--- config.mk ---
export PLATFORM = sky130hd
export DESIGN_NAME = dvrt_ctrl
export DESIGN_NICKNAME = d
export VERILOG_FILES = /design/src/hdl/dvrt_pkg.sv /design/src/hdl/dvrt_ctrl.sv
export SDC_FILE = /design/constraint.sdc
export NUM_CORES = 1
export LEC_CHECK = 0
export ABC_AREA = 1
export BUFFER_PORTS_ARGS = -buffer_cell sky130_fd_sc_hd__buf_2
export CORE_AREA = 2 2 39 41
export CTS_CLUSTER_SIZE = 40
export DETAILED_ROUTE_END_ITERATION = 8
export DIE_AREA = 0 0 41 43
export PLACE_DENSITY = 0.72
export SLEW_MARGIN = 40
export SYNTH_ARGS = -nofsm -noshare
export SYNTH_HDL_FRONTEND = slang
export SYNTH_SLANG_ARGS = --single-unit
--- constraint.sdc ---
create_clock -name clk_i -period 1 [get_ports clk_i]
set_input_delay 0.15 -clock clk_i [delete_from_list [all_inputs] [get_ports clk_i]]
set_output_delay 0.15 -clock clk_i [all_outputs]
set_load 0.02 [all_outputs]
--- src/hdl/dvrt_pkg.sv ---
package dvrt_pkg;

  localparam logic [23:0] UNREACHABLE = 24'd9999999;
  localparam logic [2:0]  SILENCE_MAX = 3'd7;
  localparam logic [2:0]  SILENCE_RST = 3'd3;
  localparam int          MAX_SLOTS   = 32;
  localparam int          CFG_IDX_W   = 1;

  localparam logic [CFG_IDX_W-1:0] REG_OWN_ADDRESS   = 1'b0;
  localparam logic [CFG_IDX_W-1:0] REG_SILENCE_LIMIT = 1'b1;

  localparam logic [1:0] ST_OK    = 2'd0;
  localparam logic [1:0] ST_NONE  = 2'd1;
  localparam logic [1:0] ST_LOCAL = 2'd2;

  typedef enum logic [2:0] {
    FN_LOAD_ROUTE = 3'd0,
    FN_LOAD_NBR   = 3'd1,
    FN_ADVERT     = 3'd2,
    FN_LINK_COST  = 3'd3,
    FN_TICK       = 3'd4,
    FN_READ       = 3'd5,
    FN_LOOKUP     = 3'd6
  } func_e;

  typedef enum logic [2:0] {
    S_IDLE,
    S_DISPATCH,
    S_READ,
    S_NSRCH,
    S_TICKN,
    S_SCAN,
    S_DRAIN,
    S_EMIT
  } state_e;

  typedef struct packed {
    logic capture;
    logic simple;
    logic read_slot;
    logic read_done;
    logic nsrch_start;
    logic nsrch_step;
    logic nbr_take;
    logic scan_start;
    logic scan_step;
    logic op_ok;
    logic emit;
  } cmd_t;

  typedef struct packed {
    logic [2:0] func;
    logic       own_hit;
    logic       nbr_hit;
    logic       nbr_flag;
    logic       nbr_last;
    logic       scan_last;
    logic       out_busy;
  } sts_t;

endpackage

--- src/hdl/dvrt_ctrl.sv ---
module dvrt_ctrl (
  input  logic          clk_i,
  input  logic          rst_ni,
  input  logic          in_valid_i,
  output logic          in_ready_o,
  input  dvrt_pkg::sts_t sts_i,
  output dvrt_pkg::cmd_t cmd_o
);

  dvrt_pkg::state_e state_q, state_d;

  always_ff @(posedge clk_i or negedge rst_ni) begin
    if (!rst_ni) begin
      state_q <= dvrt_pkg::S_IDLE;
    end else begin
      state_q <= state_d;
    end
  end

  always_comb begin
    state_d    = state_q;
    cmd_o      = '0;
    in_ready_o = 1'b0;
    case (state_q)
      dvrt_pkg::S_IDLE: begin
        in_ready_o = 1'b1;
        if (in_valid_i) begin
          cmd_o.capture = 1'b1;
          state_d       = dvrt_pkg::S_DISPATCH;
        end
      end
      dvrt_pkg::S_DISPATCH: begin
        case (sts_i.func)
          dvrt_pkg::FN_READ: begin
            cmd_o.read_slot = 1'b1;
            state_d         = dvrt_pkg::S_READ;
          end
          dvrt_pkg::FN_ADVERT, dvrt_pkg::FN_LINK_COST: begin
            cmd_o.nsrch_start = 1'b1;
            state_d           = dvrt_pkg::S_NSRCH;
          end
          dvrt_pkg::FN_TICK: begin
            cmd_o.nsrch_start = 1'b1;
            state_d           = dvrt_pkg::S_TICKN;
          end
          dvrt_pkg::FN_LOOKUP: begin
            if (sts_i.own_hit) begin
              cmd_o.simple = 1'b1;
              state_d      = dvrt_pkg::S_EMIT;
            end else begin
              cmd_o.scan_start = 1'b1;
              state_d          = dvrt_pkg::S_SCAN;
            end
          end
          default: begin
            cmd_o.simple = 1'b1;
            state_d      = dvrt_pkg::S_EMIT;
          end
        endcase
      end
      dvrt_pkg::S_READ: begin
        cmd_o.read_done = 1'b1;
        state_d         = dvrt_pkg::S_EMIT;
      end
      dvrt_pkg::S_NSRCH: begin
        if (sts_i.nbr_hit) begin
          cmd_o.nbr_take   = 1'b1;
          cmd_o.scan_start = 1'b1;
          state_d          = dvrt_pkg::S_SCAN;
        end else if (sts_i.nbr_last) begin
          state_d = dvrt_pkg::S_EMIT;
        end else begin
          cmd_o.nsrch_step = 1'b1;
        end
      end
      dvrt_pkg::S_TICKN: begin
        if (sts_i.nbr_flag) begin
          cmd_o.scan_start = 1'b1;
          state_d          = dvrt_pkg::S_SCAN;
        end else if (sts_i.nbr_last) begin
          cmd_o.op_ok = 1'b1;
          state_d     = dvrt_pkg::S_EMIT;
        end else begin
          cmd_o.nsrch_step = 1'b1;
        end
      end
      dvrt_pkg::S_SCAN: begin
        cmd_o.scan_step = 1'b1;
        if (sts_i.scan_last) begin
          state_d = dvrt_pkg::S_DRAIN;
        end
      end
      dvrt_pkg::S_DRAIN: begin
        case (sts_i.func)
          dvrt_pkg::FN_TICK: begin
            if (sts_i.nbr_last) begin
              cmd_o.op_ok = 1'b1;
              state_d     = dvrt_pkg::S_EMIT;
            end else begin
              cmd_o.nsrch_step = 1'b1;
              state_d          = dvrt_pkg::S_TICKN;
            end
          end
          dvrt_pkg::FN_LOOKUP: begin
            state_d = dvrt_pkg::S_EMIT;
          end
          default: begin
            cmd_o.op_ok = 1'b1;
            state_d     = dvrt_pkg::S_EMIT;
          end
        endcase
      end
      dvrt_pkg::S_EMIT: begin
        if (!sts_i.out_busy) begin
          cmd_o.emit = 1'b1;
          state_d    = dvrt_pkg::S_IDLE;
        end
      end
      default: begin
        state_d = dvrt_pkg::S_IDLE;
      end
    endcase
  end

endmodule

# After elaboration in Yosys (flattened, before gate mapping)
# Cells that the tools add are included.
[word_totals] register_bits=3 in_bits=12 elab_cells=60
[classes] n_eq_ne=15 n_mux=39 reduce_logical=5
[ops] operator="3-bit case mux with 8 select lines" n=1
[ops] operator="3-bit == test (second input constant)" n=7
[ops] operator="1-bit 2-to-1 mux" n=21
[ops] operator="3-bit 2-to-1 mux" n=7
[ops] operator="3-bit by 2-bit == test with 1-bit output (second input constant)" n=4
[ops] operator="3-bit case mux with 4 select lines" n=1
[ops] operator="2-bit 2-to-1 mux" n=4
[ops] operator="2-bit != test (second input constant)" n=3
[ops] operator="1-bit case mux with 2 select lines" n=3
[ops] operator="1-bit case mux with 3 select lines" n=2
[ops] operator="4-bit OR reduction" n=1
[ops] operator="3-bit by 1-bit == test with 1-bit output (second input constant)" n=1
[ops] operator="3-bit logical NOT" n=1
[ops] operator="3-bit AND reduction" n=1
[ops] operator="3-bit OR reduction" n=1
[ops] operator="2-bit OR reduction" n=1

# Logic depth before layout (Yosys ltp)
# Gate-level depths: netlist (run 1).
[logic_depth] ltp_word=4 mapped_depth=9

# Worst setup path after synthesis (run 1)
# Ideal clock, no wire load.
[synth_path] kind="reg-to-output" from="register state_q[2]" to="output port cmd_o[3] in the netlist's numbering" t_arrival_ps=1202 path_stages_with_launch=6 setup_slack_ps=-352 path_cell_list="dfrtp_1 > buf_6 > inv_1 > nand2_1 > nor2_1 > nand3b_1"
[synth_rtl] element="start, declared" line="dvrt_ctrl.sv:10" source="dvrt_pkg::state_e state_q, state_d;"
[synth_rtl] element="start signal, assigned" line="dvrt_ctrl.sv:14" source="state_q <= dvrt_pkg::S_IDLE;"
[synth_rtl] element="start signal, assigned" line="dvrt_ctrl.sv:16" source="state_q <= state_d;"
[synth_rtl] element="end, declared" line="dvrt_ctrl.sv:7" source="output dvrt_pkg::cmd_t cmd_o"

==> results of run 1 <==
-- per-layer routing --
metal	vias to the layer above	global-route usage (%)	share of wire (%)
li1	360	-	-
met1	304	20.1	40
met2	19	32.2	55
met3	0	5.76	4.8
met4	0	6.00	0
met5	-	0	0
-- area by class of cell --
type | instances | area (um2) | share of cell area (%)
Inverter | 18 | 67.6 | 7.81
Tap cell | 16 | 20.0 | 2.32
Clock buffer | 4 | 26.3 | 3.04
Sequential cell | 3 | 78.8 | 9.12
Multi-Input combinational cell | 67 | 404 | 46.7
Timing Repair Buffer | 37 | 268 | 31.0
-- report_power, final --
| group | switching [mW] | total (mW) | internal [mW] |
|---|---|---|---|
| clock network | 0.0601 | 0.210 | 0.149 |
| logic | 0.974 | 1.72 | 0.744 |
| registers | 0.151 | 0.354 | 0.203 |
-- critical path: cells and delay by family (launching register included) --
kind	cells	cell delay, ns
flops	1	0.44
buf+inv	3	0.32
simple gates	3	0.29
-- worst max-delay path by stage --
| stage | start | endpoint | slack, ns |
|---|---|---|---|
| floorplan | state_q[2] | cmd_o[3] | -0.20 |
| global placement | state_q[1] | cmd_o[8] | -0.26 |
| detailed placement | state_q[1] | cmd_o[8] | -0.27 |
| CTS | state_q[1] | cmd_o[8] | -0.44 |
| global route | state_q[1] | cmd_o[3] | -0.51 |
| finish | state_q[1] | cmd_o[8] | -0.44 |
-- what timing repair did --
item / CTS / global route
gates resized for setup: 23 / 7
endpoints found under the setup margin: 15 / 15
setup buffers: 1 / 0
pin swaps: 1 / 1
hold buffers: 1 / 0
hold endpoints to repair: 3 / 0
-- cell families (layout without fill, tap and decap cells) --
logic type	after synthesis	count (layout)	share of synthesized area, %
DFF	3	3	16.3
and+or+nand+nor	58	58	55.3
AOI/OAI and AO/OA	9	9	11.2
buffers and inverters	19	59	17.2
-- synth_stat cells (all sizes together) --
cell type	n
buf	1
nor3	1
nor2	20
inv	18
a21oi	5
nand3	9
o31ai	1
dfrtp	3
nand2	25
nand3b	1
o21ai	3
nand4	2
==> impl_results.md, run 1 <==
- Final Worst Setup Slack: -0.440 ns
- Clk sinks: 3
- RSZ-0062 raised after global routing: yes
- Root buffer cell: clkbuf_4
- DRC Markers: 0
- Hpwl dp: 1130 um
- Die area: 1760 um2
- Gr usage total: 18.6%
- Row cnt: 14
- Biggest regs: state_q: 3 flops
- Critical path class: flop to output pin
- Worst Path Max Fanout: 6
- Global-route wire length before repair: 2270 um
- Initial antenna violation count: 0
- Total wire length: 1550 um
- Flop-to-flop setup slack: -0.28 ns
- Crit end category: output pin
- CP Cell Sequence: inv_2, nand2_4, nor2_4, inv_2, nor3_4, buf_6
- Top cell type's share of synthesized area: 18.8%
- Status: finished, violations left
- Fillers: 148
- Worst setup SP type: flop
- Peak Freq: 695 MHz
- Final Util: 62.5%
- Clock latency on the worst-skew pair: 0.23 ns
- CTS tree: yes
- Initial core utilization: 33.2%
- Ant diodes: 0
- RR Startpoint: state_q[1]
- Final Wtd Congestion: 0.846
- Synth warn: 0
- Critical Path Slowest Stage Cell: dfrtp_2
- Die Wd: 41 um
- Min Tclk post-route: 1.44 ns
- Clock Skew: 0.0000959 ns
- Share of layout cells above drive strength 1: 52.7%
- Avg Cell Area, Syn: 5.16 um2
- Placed insts: 139
- LEAKAGE: 0.487 nW
- Number of buffers created by CTS: 3
- WHS Path Cells: 4
- Hold WS: 0.235 ns
- Die height: 43 um
- Min-Delay Endpoint: state_q[2]
- R2R Path End: state_q[1]
- 1st-pass router iterations: 4
- H-tree levels: 1
- IO Count: 24
- Failing checks: negative setup slack
- Min-delay src: sts_i[1]
- Worst slew pin tran: 0.304 ns
- PortBufs: 23
- Largest area contributor in the netlist: nand2_1
- Largest Register: state_q
- Mapped Area: 459 um2
- Slew HR: 79.8%
- Syn_nets: 101
- Register area share after synthesis: 16.3%
- DR WL/cell: 10.7 um
- Required time worst endpoint: 0.85 ns
- Core Region: 1380 um2
- Final Hold Viols: 0
- Dpl cell area: 731 um2
- Synth Register Bits: 3
- CP dominant cell by count: inv_2
- Iter 0 DRT Violations: 8
- Fin Setup TNS: -5.34 ns
- Commonest non-fill, non-tap cells in the layout: 21 x nand2_1, 16 x buf_4, 14 x buf_2
- Via Count: 683
- Post-route cell area: 865 um2
- Reg2Reg Depth: 9
- Layout area overhead: 88.3%
- # nets final: 142
- Pwr Total: 2.28 mW
- P per Cell Area: 2640 nW/um2
- Slew Limit Fails: 0
- Longest Clk Path Bufs: 2
- Max FFs per register: 3
- Mapped Cells: 89
- Largest net degree at the start of global routing: 9
- Arr. time, crit path: 1.29 ns
- Biggest cell delay along the critical path: 0.44 ns
- Number of global-route vias before repair: 620
- Most common cell after layout, fill and taps aside: nand2_1
- Netlist cell types: 16
- Global route overflow: 0
- Synth top area cells: nand2_1 19%, dfrtp_1 16%, nor2_1 15%, inv_1 13%, nand3_1 9.8%
- Max-cap violations: 0
- Crit share post-route: 144%
- Layout Cells excl Fill: 145
- Final setup fails: 15
- DRT antenna net count: 0
- Clock-pin transition on the worst setup and hold timing paths: 0.04 ns
- Vias/cell: 4.71
- Pre-CTS setup slack: -0.271 ns
- Hold/Removal Path Class: primary input to flop
- Worst VDD drop: 0.00173 V
Power figures use the tool's default switching activity.
==> run 2, diff against run 1 <==
--- a/config.mk
+++ b/config.mk
@@ -12,6 +12,7 @@
 export DETAILED_ROUTE_END_ITERATION = 8
 export DIE_AREA = 0 0 41 43
 export PLACE_DENSITY = 0.72
+export RECOVER_POWER = 25
 export SLEW_MARGIN = 40
 export SYNTH_ARGS = -nofsm -noshare
 export SYNTH_HDL_FRONTEND = slang
==> impl_results.md, run 2 (same netlist as run 1, synthesis figures left out) <==
- Status: finished, violations left (unchanged)
- Failing checks: negative setup slack (unchanged)
- RSZ-0062 raised after global routing: yes (unchanged)
- DRT antenna net count: 0 (unchanged)
- Top routing layer in use: met3 (unchanged)
- P per Cell Area: 2640 nW/um2 (about the same)
- Number of global-route vias before repair: 620 (unchanged)
- Worst slew pin tran: 0.304 ns (unchanged)
- Layout area overhead: 88.0% (was 88.3%)
- Final Worst Setup Slack: -0.440 ns (about the same)
- Clock-pin transition on the worst setup and hold timing paths: 0.04 ns (about the same)
- Crit end category: output pin (unchanged)
- Biggest regs: state_q: 3 flops (unchanged)
- Number of buffers created by CTS: 3 (unchanged)
- Core Region: 1380 um2 (unchanged)
- Slew HR: 79.8% (unchanged)
- Ant diodes: 0 (unchanged)
- Max FFs per register: 3 (unchanged)
- Required time worst endpoint: 0.85 ns (about the same)
- CTS tree: yes (unchanged)
- Iter 0 DRT Violations: 8 (unchanged)
- Pre-CTS setup slack: -0.271 ns (unchanged)
- Share of layout cells above drive strength 1: 51.9% (was 52.7%)
- Longest Clk Path Bufs: 2 (unchanged)
- Met2 Wirelength: 851 um (unchanged)
- Slew Limit Fails: 0 (unchanged)
- Root buffer cell: clkbuf_4 (unchanged)
- Final Hold Viols: 0 (unchanged)
- # nets final: 142 (unchanged)
- Max-cap violations: 0 (unchanged)
- Total wire length: 1550 um (unchanged)
- Die area: 1760 um2 (unchanged)
- Row cnt: 14 (unchanged)
- Crit share post-route: 144% (about the same)
- Final Wtd Congestion: 0.846 (unchanged)
- Gr usage total: 18.6% (unchanged)
- DRC Markers: 0 (unchanged)
- DR WL/cell: 10.7 um (unchanged)
- Peak Freq: 695 MHz (about the same)
- Min Tclk post-route: 1.44 ns (about the same)
- Worst VDD drop: 0.00173 V (about the same)
- Via Count: 683 (unchanged)
- Die height: 43 um (unchanged)
- Most common cell after layout, fill and taps aside: nand2_1 (unchanged)
- Final Util: 62.4% (was 62.5%)
- Clock latency on the worst-skew pair: 0.23 ns (about the same)
- Worst setup SP type: flop (unchanged)
- Worst Path Max Fanout: 6 (unchanged)
- Arr. time, crit path: 1.29 ns (about the same)
- Largest Register: state_q (unchanged)
- Final setup fails: 15 (unchanged)
- Pwr Total: 2.28 mW (about the same)
- Clk sinks: 3 (unchanged)
- Routed wl met3: 74 um (unchanged)
- Global route overflow: 0 (unchanged)
- Commonest non-fill, non-tap cells in the layout: 21 x nand2_1, 16 x buf_4, 13 x buf_2 (was 21 x nand2_1, 16 x buf_4, 14 x buf_2)
- Hpwl dp: 1130 um (unchanged)
- Die Wd: 41 um (unchanged)
- Hold/Removal Path Class: primary input to flop (unchanged)
- WL met1: 628 um (unchanged)
- Largest net degree at the start of global routing: 9 (unchanged)
- Clock Skew: 0.000183 ns (was 0.0000959 ns)
- Global-route wire length before repair: 2270 um (unchanged)
- Initial antenna violation count: 0 (unchanged)
- IO Count: 24 (unchanged)
- 1st-pass router iterations: 4 (unchanged)
- H-tree levels: 1 (unchanged)
- Initial core utilization: 33.2% (unchanged)
- PortBufs: 23 (unchanged)
- LEAKAGE: 0.484 nW (was 0.487 nW)
- Vias/cell: 4.71 (unchanged)
- Critical path class: flop to output pin (unchanged)
## run 2: changes by cell type in the layout (fill, tap and decap cells not counted), sizes merged
cell    delta
buf        -1
clkbuf     +1
## run 2: layer usage
layer	global-route usage, %	vias up
met5	0	-
met4	6.00	0
met3	5.76	0
met2	32.2	19
met1	20.1	304
li1	-	360
## run 2: worst paths after layout
kind / slack, ns / from / cells past startpoint / end
max reg2reg: -0.28 / state_q[1] / 9 / state_q[1]
min: 0.23 / sts_i[1] / 4 / state_q[2]
min reg2reg: 0.76 / state_q[2] / 2 / state_q[1]
max: -0.44 / state_q[1] / 6 / cmd_o[8]
max in group asynchronous: 0.58 / rst_ni / 2 / state_q[0]
min in group asynchronous: 0.26 / rst_ni / 2 / state_q[1]
## run 2: through the flow
stage,hold slack (ns),TNS (ns),instance area [um2],std cells
2_1_floorplan,-0.146,-1.32,517,89
3_3_place_gp,-0.0553,-2.72,731,139
3_5_place_dp,-0.0529,-2.83,731,139
4_1_cts,0.230,-5.31,835,145
5_1_grt,0.237,-6.37,863,145
6_report,0.235,-5.34,863,145
## run 2: where the power goes
part | switching [mW] | total, mW | internal [mW]
Clock | 0.0603 | 0.210 | 0.149
Sequential | 0.151 | 0.354 | 0.203
Combinational | 0.974 | 1.72 | 0.744
Total | 1.18 | 2.28 | 1.10
## run 2: what timing repair did
action                                  4_1_cts  5_1_grt
endpoints found under the hold margin         3        0
setup buffers                                 1        0
hold buffers                                  1        0
resized for setup                            23        7
endpoints found under the setup margin       15       15
pin swaps                                     1        1
## run 2: worst max-delay path: stages, from the launching register on
cell and delay (ns):
dfrtp_2 0.44, inv_2 0.10, nand2_4 0.06, nor2_4 0.11
inv_2 0.09, nor3_4 0.12, buf_6 0.13
## run 2: layout make-up
class / instances / area, um2
Tap cell: 16 / 20.0
Clock buffer: 4 / 26.3
Timing Repair Buffer: 37 / 267
Fill cell: 147 / 520
Multi-Input combinational cell: 67 / 404
Inverter: 18 / 67.6
Sequential cell: 3 / 78.8
